<file path="src/rtl/rlab_pkg.sv">
// Shared types and constants for the run-length alpha sprite line blender.
// No dependencies; imported by every module of the block.
package rlab_pkg;

    localparam int MAX_WIDTH = 1023;

    localparam int WIDTH_W = 10;
    localparam int RUN_W   = 8;
    localparam int ALPHA_W = 5;
    localparam int COUNT_W = 11;
    localparam int PIXEL_W = 16;
    localparam int CHAN_W  = 5;

    localparam logic [7:0]         ALPHA_SKIP = 8'h1f;
    localparam logic [COUNT_W-1:0] COUNT_MAX  = {COUNT_W{1'b1}};
    localparam logic [WIDTH_W-1:0] WIDTH_MAX  = {WIDTH_W{1'b1}};

    // Clamp applied to line_width when a line starts
    localparam logic [WIDTH_W-1:0] WIDTH_LIMIT =
        (MAX_WIDTH > (2 ** WIDTH_W) - 1) ? WIDTH_MAX : WIDTH_W'(MAX_WIDTH);

    typedef enum logic [1:0] {
        KIND_HEADER = 2'd0,
        KIND_PIXEL  = 2'd1,
        KIND_SKIP   = 2'd2
    } item_kind_t;

    typedef struct packed {
        item_kind_t         kind;
        logic [PIXEL_W-1:0] pixel;
        logic [RUN_W-1:0]   advance;
        logic               line_end;
        logic [COUNT_W-1:0] line_words;
        logic               format_error;
    } result_t;

    typedef struct packed {
        logic main_valid;
        logic skid_valid;
    } buf_status_t;

endpackage

</file>
<file path="src/rtl/rlab_blend.sv">
// Per-channel RGB555 alpha blend: src + floor(dest_channel * alpha / 32).
// Depends on rlab_pkg.
module rlab_blend (
    input  logic [15:0] src,
    input  logic [15:0] dst,
    input  logic [4:0]  alpha,
    output logic [15:0] pixel
);
    import rlab_pkg::*;

    logic [2*CHAN_W-1:0] prod0;
    logic [2*CHAN_W-1:0] prod1;
    logic [2*CHAN_W-1:0] prod2;
    logic [3*CHAN_W-1:0] add;

    assign prod0 = dst[4:0]   * alpha;
    assign prod1 = dst[9:5]   * alpha;
    assign prod2 = dst[14:10] * alpha;

    // Keep the high five bits of each product: the divide by 32
    assign add = {prod2[2*CHAN_W-1:CHAN_W], prod1[2*CHAN_W-1:CHAN_W],
                  prod0[2*CHAN_W-1:CHAN_W]};

    // 16-bit sum wraps
    assign pixel = src + {1'b0, add};

endmodule

</file>
<file path="src/rtl/rlab_decode.sv">
// Run decoder: line state, width register and the result of each transaction.
// Depends on rlab_pkg and rlab_blend.
module rlab_decode (
    input  logic                    clk,
    input  logic                    rst_n,
    input  logic                    line_width_we,
    input  logic [9:0]              line_width_data,
    input  logic                    fire,
    input  logic [15:0]             stream_word,
    input  logic [15:0]             dest_pixel,
    output rlab_pkg::result_t       result
);
    import rlab_pkg::*;

    logic [WIDTH_W-1:0] line_width_reg;
    logic [WIDTH_W-1:0] width_left_reg, width_left_next;
    logic [RUN_W-1:0]   run_left_reg, run_left_next;
    logic [ALPHA_W-1:0] run_alpha_reg, run_alpha_next;
    logic [COUNT_W-1:0] word_count_reg, word_count_next;

    logic [WIDTH_W-1:0] width_start;
    logic [WIDTH_W-1:0] width_base;
    logic [WIDTH_W-1:0] run_len_w;
    logic [7:0]         hdr_alpha;
    logic [RUN_W-1:0]   hdr_len;
    logic [COUNT_W-1:0] count_inc;
    logic [PIXEL_W-1:0] blended;
    logic               is_header;

    assign hdr_alpha   = stream_word[7:0];
    assign hdr_len     = stream_word[15:8];
    assign run_len_w   = WIDTH_W'(hdr_len);
    assign is_header   = (run_left_reg == '0);
    assign width_start = (line_width_reg > WIDTH_LIMIT) ? WIDTH_LIMIT : line_width_reg;
    assign width_base  = (word_count_reg == '0) ? width_start : width_left_reg;
    assign count_inc   = (word_count_reg == COUNT_MAX) ? COUNT_MAX : word_count_reg + 1'b1;

    rlab_blend u_blend (
        .src   (stream_word),
        .dst   (dest_pixel),
        .alpha (run_alpha_reg),
        .pixel (blended)
    );

    always_comb
    begin
        result          = '0;
        width_left_next = width_left_reg;
        run_left_next   = run_left_reg;
        run_alpha_next  = run_alpha_reg;
        word_count_next = count_inc;

        if (is_header)
        begin
            width_left_next = (width_base > run_len_w) ? width_base - run_len_w : '0;
            if (hdr_alpha >= ALPHA_SKIP)
            begin
                result.kind         = KIND_SKIP;
                result.advance      = hdr_len;
                result.format_error = (hdr_alpha > ALPHA_SKIP);
            end
            else
            begin
                result.kind    = KIND_HEADER;
                run_left_next  = hdr_len;
                run_alpha_next = hdr_alpha[ALPHA_W-1:0];
            end
        end
        else
        begin
            result.kind    = KIND_PIXEL;
            result.pixel   = blended;
            result.advance = RUN_W'(1);
            run_left_next  = run_left_reg - 1'b1;
        end

        // Close the line once the runs cover the width and the last run drains
        if (run_left_next == '0 && width_left_next == '0)
        begin
            result.line_end   = 1'b1;
            result.line_words = count_inc;
            word_count_next   = '0;
            run_alpha_next    = '0;
            width_left_next   = width_start;
        end
    end

    always_ff @(posedge clk or negedge rst_n)
    begin
        if (!rst_n)
        begin
            line_width_reg <= WIDTH_W'(256);
            width_left_reg <= WIDTH_W'(256);
            run_left_reg   <= '0;
            run_alpha_reg  <= '0;
            word_count_reg <= '0;
        end
        else
        begin
            if (line_width_we)
            begin
                line_width_reg <= line_width_data;
            end
            if (fire)
            begin
                width_left_reg <= width_left_next;
                run_left_reg   <= run_left_next;
                run_alpha_reg  <= run_alpha_next;
                word_count_reg <= word_count_next;
            end
        end
    end

endmodule

</file>
<file path="src/rtl/rlab_skid.sv">
// Result register with a skid stage, so a transaction is taken while a result waits.
// Depends on rlab_pkg.
module rlab_skid (
    input  logic                  clk,
    input  logic                  rst_n,
    input  logic                  in_fire,
    input  rlab_pkg::result_t     in_data,
    output logic                  can_accept,
    output logic                  out_valid,
    input  logic                  out_ready,
    output rlab_pkg::result_t     out_data,
    output rlab_pkg::buf_status_t status
);
    import rlab_pkg::*;

    result_t main_reg;
    result_t skid_reg;
    logic    main_valid_reg;
    logic    skid_valid_reg;
    logic    out_fire;

    assign out_fire   = main_valid_reg && out_ready;
    assign can_accept = !skid_valid_reg;
    assign out_valid  = main_valid_reg;
    assign out_data   = main_reg;
    assign status     = '{main_valid: main_valid_reg, skid_valid: skid_valid_reg};

    always_ff @(posedge clk or negedge rst_n)
    begin
        if (!rst_n)
        begin
            main_valid_reg <= 1'b0;
            skid_valid_reg <= 1'b0;
        end
        else if (skid_valid_reg)
        begin
            // Refill the output from the skid stage
            if (out_fire)
            begin
                skid_valid_reg <= 1'b0;
            end
        end
        else if (in_fire)
        begin
            if (main_valid_reg && !out_fire)
            begin
                skid_valid_reg <= 1'b1;
            end
            else
            begin
                main_valid_reg <= 1'b1;
            end
        end
        else if (out_fire)
        begin
            main_valid_reg <= 1'b0;
        end
    end

    always_ff @(posedge clk)
    begin
        if (skid_valid_reg)
        begin
            if (out_fire)
            begin
                main_reg <= skid_reg;
            end
        end
        else if (in_fire)
        begin
            if (main_valid_reg && !out_fire)
            begin
                skid_reg <= in_data;
            end
            else
            begin
                main_reg <= in_data;
            end
        end
    end

endmodule

</file>
<file path="src/rtl/rle_alpha_sprite_line_blender.sv">
// Top level of the run-length alpha sprite line blender.
// Depends on rlab_pkg, rlab_decode, rlab_blend and rlab_skid.
//
//   Channel   Handshake                    Payload
//   word      word_valid / word_ready      stream_word, dest_pixel
//   result    result_valid / result_ready  item_kind, pixel_out, dest_advance,
//                                          line_end, line_words, format_error
//   config    line_width_we                line_width_data
//
// One stream word per cycle while word_ready is high; results are registered.
// The decode and blend of a word sit between the input port and the result register.
// A two-entry output buffer keeps word_ready high in a stall until the skid fills.
// Reset clears the run state and loads a line width of 256; no clearing pass.
module rle_alpha_sprite_line_blender (
    input  logic        clk,
    input  logic        rst_n,
    input  logic        line_width_we,
    input  logic [9:0]  line_width_data,
    input  logic        word_valid,
    output logic        word_ready,
    input  logic [15:0] stream_word,
    input  logic [15:0] dest_pixel,
    output logic        result_valid,
    input  logic        result_ready,
    output logic [1:0]  item_kind,
    output logic [15:0] pixel_out,
    output logic [7:0]  dest_advance,
    output logic        line_end,
    output logic [10:0] line_words,
    output logic        format_error
);
    import rlab_pkg::*;

    result_t     dec_result;
    result_t     out_result;
    buf_status_t buf_status;
    logic        word_fire;

    assign word_fire = word_valid && word_ready;

    rlab_decode u_decode (
        .clk             (clk),
        .rst_n           (rst_n),
        .line_width_we   (line_width_we),
        .line_width_data (line_width_data),
        .fire            (word_fire),
        .stream_word     (stream_word),
        .dest_pixel      (dest_pixel),
        .result          (dec_result)
    );

    rlab_skid u_skid (
        .clk        (clk),
        .rst_n      (rst_n),
        .in_fire    (word_fire),
        .in_data    (dec_result),
        .can_accept (word_ready),
        .out_valid  (result_valid),
        .out_ready  (result_ready),
        .out_data   (out_result),
        .status     (buf_status)
    );

    assign item_kind    = out_result.kind;
    assign pixel_out    = out_result.pixel;
    assign dest_advance = out_result.advance;
    assign line_end     = out_result.line_end;
    assign line_words   = out_result.line_words;
    assign format_error = out_result.format_error;

    // Skid stage holds data only behind a full output register
    a_skid_behind_main: assert property (@(posedge clk) disable iff (!rst_n)
        buf_status.skid_valid |-> buf_status.main_valid)
        else $error("skid stage valid with empty output register");

    // A stalled full buffer refuses new words
    a_full_blocks: assert property (@(posedge clk) disable iff (!rst_n)
        buf_status.skid_valid && !result_ready |=> !word_ready)
        else $error("word accepted while buffer full");

    a_pixel_advance: assert property (@(posedge clk) disable iff (!rst_n)
        result_valid && item_kind == KIND_PIXEL |-> dest_advance == 8'd1)
        else $error("pixel result without unit advance");

    a_error_is_skip: assert property (@(posedge clk) disable iff (!rst_n)
        result_valid && format_error |-> item_kind == KIND_SKIP)
        else $error("format error on a non-skip result");

    a_words_at_end: assert property (@(posedge clk) disable iff (!rst_n)
        result_valid && !line_end |-> line_words == 11'd0)
        else $error("word count shown before line end");

endmodule

</file>
<file path="config.mk">
export PLATFORM = sky130hd
export DESIGN_NAME = rle_alpha_sprite_line_blender
export DESIGN_NICKNAME = d
export VERILOG_FILES = /design/src/rtl/rlab_pkg.sv /design/src/rtl/rlab_blend.sv /design/src/rtl/rlab_decode.sv /design/src/rtl/rlab_skid.sv /design/src/rtl/rle_alpha_sprite_line_blender.sv
export SDC_FILE = /design/constraint.sdc
export NUM_CORES = 1
export LEC_CHECK = 0
export BUFFER_PORTS_ARGS = -buffer_cell sky130_fd_sc_hd__clkbuf_2
export CORE_MARGIN = 2
export CORE_UTILIZATION = 55
export DETAILED_ROUTE_END_ITERATION = 10
export HOLD_SLACK_MARGIN = 0.08
export PLACE_DENSITY_LB_ADDON = 0.12
export SYNTH_ARGS = -nofsm -noshare
export SYNTH_HDL_FRONTEND = slang
export SYNTH_HIERARCHICAL = 1
export SYNTH_SLANG_ARGS = --single-unit
</file>
<file path="constraint.sdc">
create_clock -name clk -period 5.6 [get_ports clk]
set_input_delay 0.28 -clock clk [delete_from_list [all_inputs] [get_ports clk]]
set_output_delay 0.28 -clock clk [all_outputs]
set_load 0.005 [all_outputs]
</file>
; After elaboration in Yosys (flattened, before gate mapping)
; Cells that the tools add are included.
[totals]
reg_bits = 124
input_bits = 47
[classes]
n_addsub = 4
n_mul = 3
magnitude_cmp = 4
n_eq_ne = 5
mux = 31
n_bitwise = 1
n_reduce_logical = 17
[op_table]
columns = operator, count
row1 = $mux 39, 4
row2 = $mux 10, 5
row3 = $mux 8, 4
row4 = $mul 5x5->10, 3
row5 = $mux 11, 2
row6 = $add 16x15->16, 1
row7 = $logic_not 8->1, 2
row8 = $mux 16, 1
row9 = $mux 5, 3
row10 = $mux 12, 1
row11 = $reduce_and 3->1, 4
row12 = $add 11x1->11 const B, 1
row13 = $eq 11x11->1 const B, 1
row14 = $logic_not 11->1, 1
row15 = $gt 10x10->1 const B, 1
row16 = $gt 10x8->1, 1
row17 = $logic_not 10->1, 1
row18 = $sub 10x8->10, 1
row19 = $mux 1, 9
row20 = $ge 8x5->1 const B, 1
row21 = $gt 8x5->1 const B, 1
row22 = $sub 8x1->8 const B, 1
row23 = $ne 2x2->1 const B, 3
row24 = $reduce_bool 2->1, 3
row25 = other kinds (5), 10

; Logic depth before layout (Yosys ltp)
; Gate-level depths: netlist of the first run.
[depth]
word_depth = 12
mapped_depth = 21

; Hierarchy
; The synthesis of the first run kept the hierarchy.
[modules_own_cells]
columns = module, instances, cells_each, area_per_inst_um2
row1 = rlab_decode, 1, 427, 3494.6
row2 = rlab_skid, 1, 135, 3123.0
row3 = rlab_blend, 1, 375, 2919.0
row4 = rle_alpha_sprite_line_blender, 1, 1, 6.3

; Least setup slack after synthesis of the first run
; OpenSTA, ideal clock, no wires.
[synth_timing]
path_type = reg2reg
startpoint = register u_decode.run_alpha_reg[4]
endpoint = register u_skid.main_reg (netlist bit u_skid/out_data[33]), data pin
arrival_time_ns = 5.137
required_time_ns = 5.340
path_slack_ns = 0.203
path_stages_with_launch = 22
path_buffers = 2
path_cell_list = dfrtp_1 > clkbuf_1 > nand2_1 > fa_1 > fa_1 > fa_1 > inv_1 > ha_1 > nand4_1 > o211ai_1 > o41ai_1 > o21bai_1 > xor2_1 > ha_1 > buf_2 > nand2_1 > nor2_1 > o21a_1 > a2111oi_4 > a211oi_2 > and2_1 > mux2_4
[synth_rtl]
columns = item, line_no
row1 = "start, declared", rlab_decode.sv:18  ; logic [ALPHA_W-1:0] run_alpha_reg, run_alpha_next;
row2 = "start signal, assigned", rlab_decode.sv:108  ; run_alpha_reg <= run_alpha_next;
row3 = "end signal, assigned", rlab_skid.sv:66  ; main_reg <= skid_reg;
row4 = "end signal, assigned", rlab_skid.sv:77  ; main_reg <= in_data;
row5 = "end, declared", rlab_skid.sv:16  ; result_t main_reg;

==> results of run 1 <==
-- worst max-delay path, stage by stage, from the launching register on --
cell and delay (ps):
dfrtp_2 410, buf_4 200, nand2_1 100, fa_1 510, fa_1 510, fa_1 540
inv_1 40, ha_1 300, nand4_1 110, o211ai_1 420, o21a_1 190, nor2_1 50
xnor2_1 120, ha_1 300, buf_4 170, and3_1 180, a31oi_1 250, o41ai_2 130
xor2_1 150, and2_1 160, mux2_4 260
-- cell type report --
type	count	area, µm²
Fill cell	1442	6250
Multi-Input combinational cell	704	5590
Sequential cell	124	3500
Timing Repair Buffer	115	671
Clock buffer	17	425
Tap cell	225	282
Inverter	70	263
Clock inverter	15	140
-- path summary, 6_finish.rpt --
check / slack (ps) / startpoint / endpoint
worst min-delay path: 90 / line_width_data[3] / u_decode/line_width_reg[3]
worst max register to register: 230 / u_decode/run_alpha_reg[4] / u_skid/out_data[35]
min in group asynchronous: 510 / rst_n / u_decode/word_count_reg[9]
max in group asynchronous: 4630 / rst_n / u_decode/run_alpha_reg[3]
worst max-delay path: 230 / u_decode/run_alpha_reg[4] / u_skid/out_data[35]
worst min register to register: 540 / u_decode/width_left_reg[8] / u_decode/width_left_reg[8]
-- placed cells by master, fill, tap and decap left out, types with 22 or more instances in the layout --
master,n
nand2_1,85
nor3_1,22
a21oi_1,37
fa_1,26
mux2_4,35
edfxtp_1,78
and2_1,52
ha_1,73
o21ai_0,43
inv_1,68
nor2_1,63
dfrtp_1,40
clkbuf_2,86
-- power groups by stage --
stage / sequential [mW] / clock (mW) / combinational [mW]
2_1_floorplan: 1.38 / 0 / 0.729
3_5_place_dp: 1.41 / 0 / 0.955
5_1_grt: 1.42 / 1.11 / 1.06
3_3_place_gp: 1.40 / 0 / 0.939
4_1_cts: 1.39 / 1.07 / 0.967
6_report: 1.39 / 1.05 / 0.964
-- timing repair --
| action | in CTS | in global routing |
|---|---|---|
| hold buffers | 9 | 0 |
| endpoints found under the hold margin | 52 | 0 |
| setup endpoints to repair | 0 | 9 |
| gates resized for setup | 0 | 12 |
| buffers inserted | 0 | 1 |
-- routing by layer --
layer | up-vias | global-route usage [%]
met3 | 20 | 4.83
li1 | 3588 | -
met4 | 0 | 5.96
met1 | 3494 | 34.1
met5 | - | 0
met2 | 248 | 37.7
-- stage by stage --
| step | hold WS [ps] | power (mW) |
|---|---|---|
| final | 92.3 | 3.41 |
| after detailed placement | 434 | 2.36 |
| after global placement | 428 | 2.34 |
| after global routing | 93.6 | 3.59 |
| after CTS | 81.2 | 3.43 |
| after floorplan | -15.6 | 2.11 |
==> metrics.md, run 1 <==
| Metric | Value |
|---|---|
| Run status | finished clean |
| Non-Filler Instances | 1270 |
| Via-to-Cell Ratio | 5.79 |
| Fin crit share | 96.0% |
| Met3 wire len | 1270 µm |
| Clk slew on worst S/H paths | 60 ps |
| Maximum clock path buffer count | 2 |
| CTS sink cnt | 124 |
| HPWL Detailed | 15700 µm |
| PortBufs | 86 |
| Required @ worst endpoint | 5770 ps |
| Grt total ovfl | 0 |
| DR WL met2 | 9550 µm |
| Unrepaired setup endpoints after global routing | false |
| Avg Cell Area, Syn | 10.2 µm² |
| P_sw | 1.12 mW |
| Type of the worst min-delay path | input port to register |
| Proportion of layout cells with a drive suffix above 1 | 22.7% |
| Clock Skew | 18.7 ps |
| WHS Path Cells | 2 |
| Max Fclk | 186 MHz |
| Hold Fails Final Rpt | 0 |
| Routed Antenna Nets | 0 |
| Worst skew pair latency | 430 ps |
| Worst Path Max Fanout | 13 |
| Max-Cap Viols | 0 |
| Flop pwr share | 40.8% |
| Fin util | 63.5% |
| Routed vias | 7350 |
| Fin Setup TNS | 0 ps |
| Post-synthesis cell area | 0.00953 mm² |
| 1st-iter DRT viols | 476 |
| Placed Cells | 1228 |
| Worst Setup Path Type | register to register |
| Total GRT Usage | 23.9% |
| Placeable Area | 0.0171 mm² |
| Pleak | 4.84 nW |
| Final Critical Period | 5370 ps |
| Antenna violations before repair | 0 |
| Final setup fails | 0 |
| Clock root buffer | clkbuf_16 |
| N_diodes | 0 |
| Area grow syn2layout | 14.1% |
| Relative slew slack | 32.7% |
| First-pass DRT Iterations | 5 |
| Htree depth | 4 |
| Die area | 0.0184 mm² |
| Routed WL | 21200 µm |
| IO Pins | 88 |
| WL met1 | 10200 µm |
| Synth warn | 6 |
| First-pass GRT wire length | 34900 µm |
| Routed WL per cell | 16.7 µm |
| Power per cell area | 314 mW/mm² |
| Slew Limit Fails | 0 |
| VDD IR-drop max | 322 µV |
| Reg2reg path depth | 20 |
| DRC errors left | 0 |
| CTS tree | built |
| Die Y | 136 µm |
| CP endpoint kind | register |
| Clock power frac | 30.9% |
| Gate power share | 28.3% |
| Pin count of the biggest net entering global routing | 50 |
| Inserted Clock Buffers | 17 |
| Critical path launch point type | register |
| Arrival time worst endpoint | 5540 ps |
| Setup slack after layout | 226 ps |
| Starting Density | 55.7% |
| Pre-CTS setup slack | 173 ps |
| RD Place Congestion | 0.879 |
| Core Rows | 48 |
| Dpl cell area | 0.0102 mm² |
| Final instance area | 0.0109 mm² |
| Int Pwr | 2.29 mW |
| Post-Syn Instances | 936 |
| Syn_nets | 1083 |
| Final #Nets | 1179 |
| Vias in the first global route | 7045 |
| Die Width | 136 µm |
| Worst-margin pin slew | 1010 ps |
| Sw frac | 32.9% |
| Highest Signal Layer | met4 |
Power figures use the tool's default switching activity.
==> run 2: changes to the inputs <==
--- a/config.mk
+++ b/config.mk
@@ -10,7 +10,7 @@
 export CORE_UTILIZATION = 55
 export DETAILED_ROUTE_END_ITERATION = 10
 export HOLD_SLACK_MARGIN = 0.08
-export PLACE_DENSITY_LB_ADDON = 0.12
+export PLACE_DENSITY = 0.89
 export SYNTH_ARGS = -nofsm -noshare
 export SYNTH_HDL_FRONTEND = slang
 export SYNTH_HIERARCHICAL = 1
==> constraint.sdc (replaced) <==
create_clock -name clk -period 4.6 [get_ports clk]
set_input_delay 0.23 -clock clk [delete_from_list [all_inputs] [get_ports clk]]
set_output_delay 0.23 -clock clk [all_outputs]
set_load 0.005 [all_outputs]
==> run 2 against run 1 <==
The run now ends with setup timing left. Count of clock-buffer cells in the layout stayed put. Critical endpoint is now u_skid/out_data[32]. Cell area is 14% higher. Die area did not move. Clock skew is 7.2 ps lower. Non-clock buffer count up 125. Sequential share of layout area down 4.0 points. Fmax is 1.6% higher. Total power grew 31%. Register-to-register slack got worse by 910 ps. Setup slack got worse by 910 ps. Critical path depth is 1 lower.
==> metrics.md, run 2 (same netlist as run 1, synthesis figures left out) <==
| Metric | Value |
|---|---|
| Met3 wire len | 2410 µm |
| Starting Density | 55.7% |
| Placed Cells | 1325 |
| CP bufs+invs | 2 |
| Die area | 0.0184 mm² |
| VDD IR-drop max | 484 µV |
| Worst Path Max Fanout | 5 |
| Highest Signal Layer | met4 |
| Via-to-Cell Ratio | 6.34 |
| Clk slew on worst S/H paths | 70 ps |
| First-pass DRT Iterations | 6 |
| CP cell instances | nand2_4, fa_1, fa_1, inv_2, fa_1, ha_4, nand4_1, o211ai_1, o41a_1, buf_4, xor2_1, ha_1, o211ai_2, o211a_1, o32ai_4, nor2_1, xnor2_1, and2_1, mux2_2 |
| Routed Antenna Nets | 0 |
| Vias in the first global route | 8382 |
| Failing checks | setup timing |
| Clock root buffer | clkbuf_16 |
| CTS sink cnt | 124 |
| Commonest cells after routing, fill and taps aside | buf_4 (129), clkbuf_2 (86), nand2_1 (79) |
| Required @ worst endpoint | 4790 ps |
| CTS tree | built |
| Total GRT Usage | 29.5% |
| First-pass GRT wire length | 42400 µm |
| Routed WL per cell | 20.7 µm |
| Non-Filler Instances | 1396 |
| RD Place Congestion | 0.902 |
| PortBufs | 86 |
| Inserted Clock Buffers | 17 |
| Proportion of layout cells with a drive suffix above 1 | 36.2% |
| Die Y | 136 µm |
| Clock Skew | 11.6 ps |
| Final setup fails | 25 |
| Slew Limit Fails | 0 |
| Worst skew pair latency | 440 ps |
| HPWL Detailed | 17800 µm |
| Max Fclk | 189 MHz |
| 1st-iter DRT viols | 916 |
| Fin Hold WS | 147 ps |
| DR WL met2 | 13800 µm |
| Unrepaired setup endpoints after global routing | true |
| Fin crit share | 115% |
| Most common cell after layout, fill and taps aside | buf_4 |
| Sw frac | 34.3% |
| Hold Fails Final Rpt | 0 |
| IO Pins | 88 |
| Fin Setup TNS | -11230 ps |
| Clock power frac | 30.6% |
| Setup slack after layout | -688 ps |
| Critical path launch point type | register |
| Final Critical Period | 5290 ps |
| Max-Cap Viols | 0 |
| DRC errors left | 0 |
| Worst Setup Path Type | register to register |
| Relative slew slack | 27.7% |
| Pleak | 5.60 nW |
| Die Width | 136 µm |
| Power per cell area | 360 mW/mm² |
| Grt total ovfl | 0 |
| Final #Nets | 1304 |
| WHS Path Cells | 3 |
| FF-to-FF Start | u_decode/run_alpha_reg[2] |
| Gate power share | 31.4% |
| Worst-margin pin slew | 1080 ps |
| Max stage delay cell, worst path | fa_1 |
| Run status | finished, violations left |
| Type of the worst min-delay path | input port to register |
| Flop pwr share | 38.0% |
| Reg2reg path depth | 19 |
| Arrival time worst endpoint | 5480 ps |
| WL met1 | 11000 µm |
| Int Pwr | 2.93 mW |
| Pin count of the biggest net entering global routing | 51 |
| Crit path max-delay family | adder cells |
| P_sw | 1.53 mW |
| Critical Path Source | u_decode/run_alpha_reg[2] |
| Routed vias | 8848 |
| Htree depth | 4 |
| Routed WL | 28800 µm |
| Maximum clock path buffer count | 2 |
| Antenna violations before repair | 1 |
| Pre-CTS setup slack | -740 ps |
| CP endpoint kind | register |
| CP max stage delay | 520 ps |
| Core Rows | 48 |
| Crit path depth | 19 |
| Cell with the most instances on the worst path | fa_1 |
| Overall power | 4.46 mW |
| Placeable Area | 0.0171 mm² |
| Hold Crit Start | result_ready |
| Area grow syn2layout | 30.2% |
run 2: cell count changes in the layout (fill, tap and decap cells not counted), sizes merged:
cell,previous run,this run
clkinvlp,3,2
dlygate4sd3,9,11
bufinv,0,1
clkinv,1,2
inv,81,80
buf,20,143
diode,0,1
run 2: worst register-to-register path, delay by kind of cell, from the launching register on:
family / cells / cell delay [ps]
AO/OA/AOI/OAI: 5 / 1250
multiplexers: 1 / 260
XOR/XNOR: 2 / 290
buffers and inverters: 2 / 190
flip-flops: 1 / 470
adder cells (fa/ha/maj): 5 / 2140
AND/OR/NAND/NOR: 4 / 430
run 2: path summary, 6_finish.rpt:
kind,slack (ps),to
max in group asynchronous,3710,u_skid/skid_valid_reg
worst min register to register,540,u_decode/width_left_reg[6]
worst max-delay path,-690,u_skid/out_data[32]
worst max register to register,-690,u_skid/out_data[32]
min in group asynchronous,440,u_decode/word_count_reg[9]
worst min-delay path,150,u_skid/out_valid
run 2: stage by stage:
step	instance area (µm²)	util, %
after floorplan	9670	-
after global placement	11000	64.2
after detailed placement	11000	64.2
after CTS	12000	70.4
after global routing	12400	72.5
final	12400	72.5
run 2: power groups by stage:
stage               Clock (mW)  Combinational [mW]  Sequential, mW
detailed placement           0                1.28            1.69
finish                    1.36                1.40            1.69
floorplan                    0               0.890            1.68
global placement             0                1.23            1.67
CTS                       1.36                1.32            1.67
global route              1.42                1.49            1.72
run 2: cell type report:
cell class / instances / area (µm²)
tap: 225 / 282
sequential: 124 / 3500
clock inverter: 15 / 170
fill: 1041 / 4710
inverter: 70 / 263
antenna: 1 / 2.50
timing repair buffer: 240 / 1680
multi-input combinational: 704 / 6080
clock buffer: 17 / 425
run 2: per-layer routing:
layer,vias up,GRT usage [%]
met3,175,5.65
li1,3853,-
met1,4204,36.6
met4,0,14.0
met5,-,0
met2,616,49.6
run 2: timing repair:
| action | in CTS | in global routing |
|---|---|---|
| buffers inserted | 18 | 10 |
| endpoints found under the hold margin | 54 | 0 |
| hold buffers | 11 | 0 |
| resized for setup | 39 | 64 |
| setup endpoints to repair | 57 | 73 |
| pin swaps | 38 | 22 |
==> run 3: changes to the inputs <==
--- a/config.mk
+++ b/config.mk
@@ -5,12 +5,14 @@
 export SDC_FILE = /design/constraint.sdc
 export NUM_CORES = 1
 export LEC_CHECK = 0
+export ABC_AREA = 1
 export BUFFER_PORTS_ARGS = -buffer_cell sky130_fd_sc_hd__clkbuf_2
 export CORE_MARGIN = 2
 export CORE_UTILIZATION = 55
 export DETAILED_ROUTE_END_ITERATION = 10
+export GPL_ROUTABILITY_DRIVEN = 0
 export HOLD_SLACK_MARGIN = 0.08
-export PLACE_DENSITY = 0.89
+export PLACE_DENSITY = 0.88
 export SYNTH_ARGS = -nofsm -noshare
 export SYNTH_HDL_FRONTEND = slang
 export SYNTH_HIERARCHICAL = 1
==> run 3 against run 2 <==
The flow still finishes with violations (setup timing). Non-clock buffer count fell by 116. Highest routed layer unchanged. Combinational power rose by 61%. Register-to-register slack improved by 630 ps. Critical path type unchanged. Fmax rose by 14%. Sequential share of layout area rose by 1.5 points. Die area rose by 4.3%. Synthesized area rose by 4.4%.
==> metrics.md, run 3 <==
| Metric | Value |
|---|---|
| Run status | finished, violations left |
| Failing checks | setup timing |
| Starting Density | 55.8% |
| Syn_nets | 1513 |
| Unrepaired setup endpoints after global routing | true |
| Hold Fails Final Rpt | 0 |
| Core Rows | 49 |
| Final instance area | 0.0118 mm² |
| Fin crit share | 101% |
| Avg Cell Area, Syn | 7.28 µm² |
| Setup slack after layout | -55.3 ps |
| Type of the worst min-delay path | input port to register |
| CTS sink cnt | 124 |
| Htree depth | 4 |
| HPWL Detailed | 17000 µm |
| Max-Cap Viols | 0 |
| Final #Nets | 1624 |
| Total GRT Usage | 24.8% |
| Worst Setup Path Type | register to register |
| Pre-CTS setup slack | -66.1 ps |
| N_diodes | 0 |
| CP endpoint kind | register |
| Worst Path Max Fanout | 8 |
| 1st-iter DRT viols | 1047 |
| Grt total ovfl | 0 |
| Pin count of the biggest net entering global routing | 55 |
| PortBufs | 86 |
| Synth warn | 6 |
| Max stage delay cell, worst path | fa_1 |
| Critical Path Source | u_decode/run_alpha_reg[2] |
| Power per cell area | 458 mW/mm² |
| Final setup fails | 5 |
| Relative slew slack | 56.8% |
| FF-to-FF Start | u_decode/run_alpha_reg[2] |
| Die Y | 138 µm |
| Slew Limit Fails | 0 |
| Critical path launch point type | register |
| First-pass GRT wire length | 39800 µm |
| Vias in the first global route | 8686 |
| First-pass DRT Iterations | 6 |
| Clk slew on worst S/H paths | 60 ps |
| Arrival time worst endpoint | 4830 ps |
| Post-Syn Instances | 1366 |
| Area grow syn2layout | 18.3% |
| Placed Cells | 1668 |
| Post-synthesis cell area | 0.00995 mm² |
| Commonest cells after routing, fill and taps aside | nand2_1 (515), inv_1 (228), clkbuf_2 (86) |
| Max Fclk | 215 MHz |
| Dpl cell area | 0.0106 mm² |
| Pleak | 6.36 nW |
| Clock Skew | 13.5 ps |
| Non-Filler Instances | 1719 |
| Inserted Clock Buffers | 17 |
| Antenna violations before repair | 0 |
| Final Critical Period | 4660 ps |
| Hold Crit Start | result_ready |
| CP max stage delay | 540 ps |
| Routed WL | 25400 µm |
| Overall power | 5.39 mW |
| IO Pins | 88 |
| Routed vias | 9356 |
| Routed WL per cell | 14.8 µm |
| Die area | 0.0192 mm² |
| Clock root buffer | clkbuf_16 |
| VDD IR-drop max | 411 µV |
| DRC errors left | 0 |
| Routed Antenna Nets | 0 |
| CP cell instances | nand2_2, fa_1, fa_1, inv_1, fa_1, ha_4, nand2_2, nand3b_1, nand2_2, xor2_1, ha_2, inv_2, fa_2, inv_2, nand4_1, nand2_2, nand2_1, nand3_1, nand2_1, inv_1, nor2_2, nand2_1, nand2_1 |
| CTS tree | built |
| Die Width | 138 µm |
| Most common cell after layout, fill and taps aside | nand2_1 |
| Fin util | 66.0% |
| Via-to-Cell Ratio | 5.44 |
| Worst skew pair latency | 430 ps |
| Maximum clock path buffer count | 2 |
| Required @ worst endpoint | 4770 ps |
| Worst-margin pin slew | 649 ps |
| Proportion of layout cells with a drive suffix above 1 | 17.4% |
| Placeable Area | 0.0178 mm² |
-- run 3: final cells by class --
cell class / instances / area [µm²]
fillers: 1344 / 6070
well taps: 229 / 287
clock buffers: 17 / 425
inverters: 236 / 891
multi-input cells: 974 / 5730
flip-flops and latches: 124 / 3500
clock inverters: 15 / 178
repair buffers: 124 / 756
-- run 3: metrics by stage --
| step | hold slack [ps] | setup TNS [ps] |
|---|---|---|
| floorplan | -65.6 | 0 |
| global placement | 372 | 0 |
| detailed placement | 380 | -254 |
| CTS | 112 | 0 |
| global route | 138 | -3020 |
| finish | 121 | -169 |
-- run 3: layer usage --
layer	share of wire [%]	wire length (µm)	up-vias	GRT usage, %
li1	-	-	4485	-
met1	41	10500	4254	33.7
met2	47	12000	519	41.5
met3	7.7	1960	98	3.57
met4	3.8	956	0	7.89
met5	0	0	-	0
-- run 3: critical path: cells and delay by family (launching register included) --
family,cells,cell delay [ps]
XOR/XNOR,1,210
adder cells (fa/ha/maj),6,2450
AND/OR/NAND/NOR,12,1020
flip-flops,1,480
buffers and inverters,4,210
-- run 3: final timing paths --
kind | to | slack [ps] | cells after the start
max in group asynchronous | u_decode/run_alpha_reg[2] | 3650 | 3
worst max register to register | u_skid/out_data[35] | -60 | 23
worst min-delay path | u_skid/skid_valid_reg | 120 | 4
worst min register to register | u_skid/out_data[31] | 510 | 2
min in group asynchronous | u_decode/word_count_reg[2] | 450 | 3
worst max-delay path | u_skid/out_data[35] | -60 | 23
-- run 3: power breakdown --
part           switching (mW)  total (mW)  leakage, nW  internal, mW
Sequential              0.177        1.75         1.31          1.57
Combinational            1.51        2.26         4.77         0.747
Clock                   0.563        1.38        0.288         0.819
Total                    2.25        5.39         6.36          3.14
-- run 3: what timing repair did --
action,4_1_cts,5_1_grt
buffers inserted,0,7
hold buffers,11,0
gates resized for setup,3,74
endpoints found under the hold margin,54,0
endpoints found under the setup margin,11,57
cloned,0,1
pin swaps,0,23
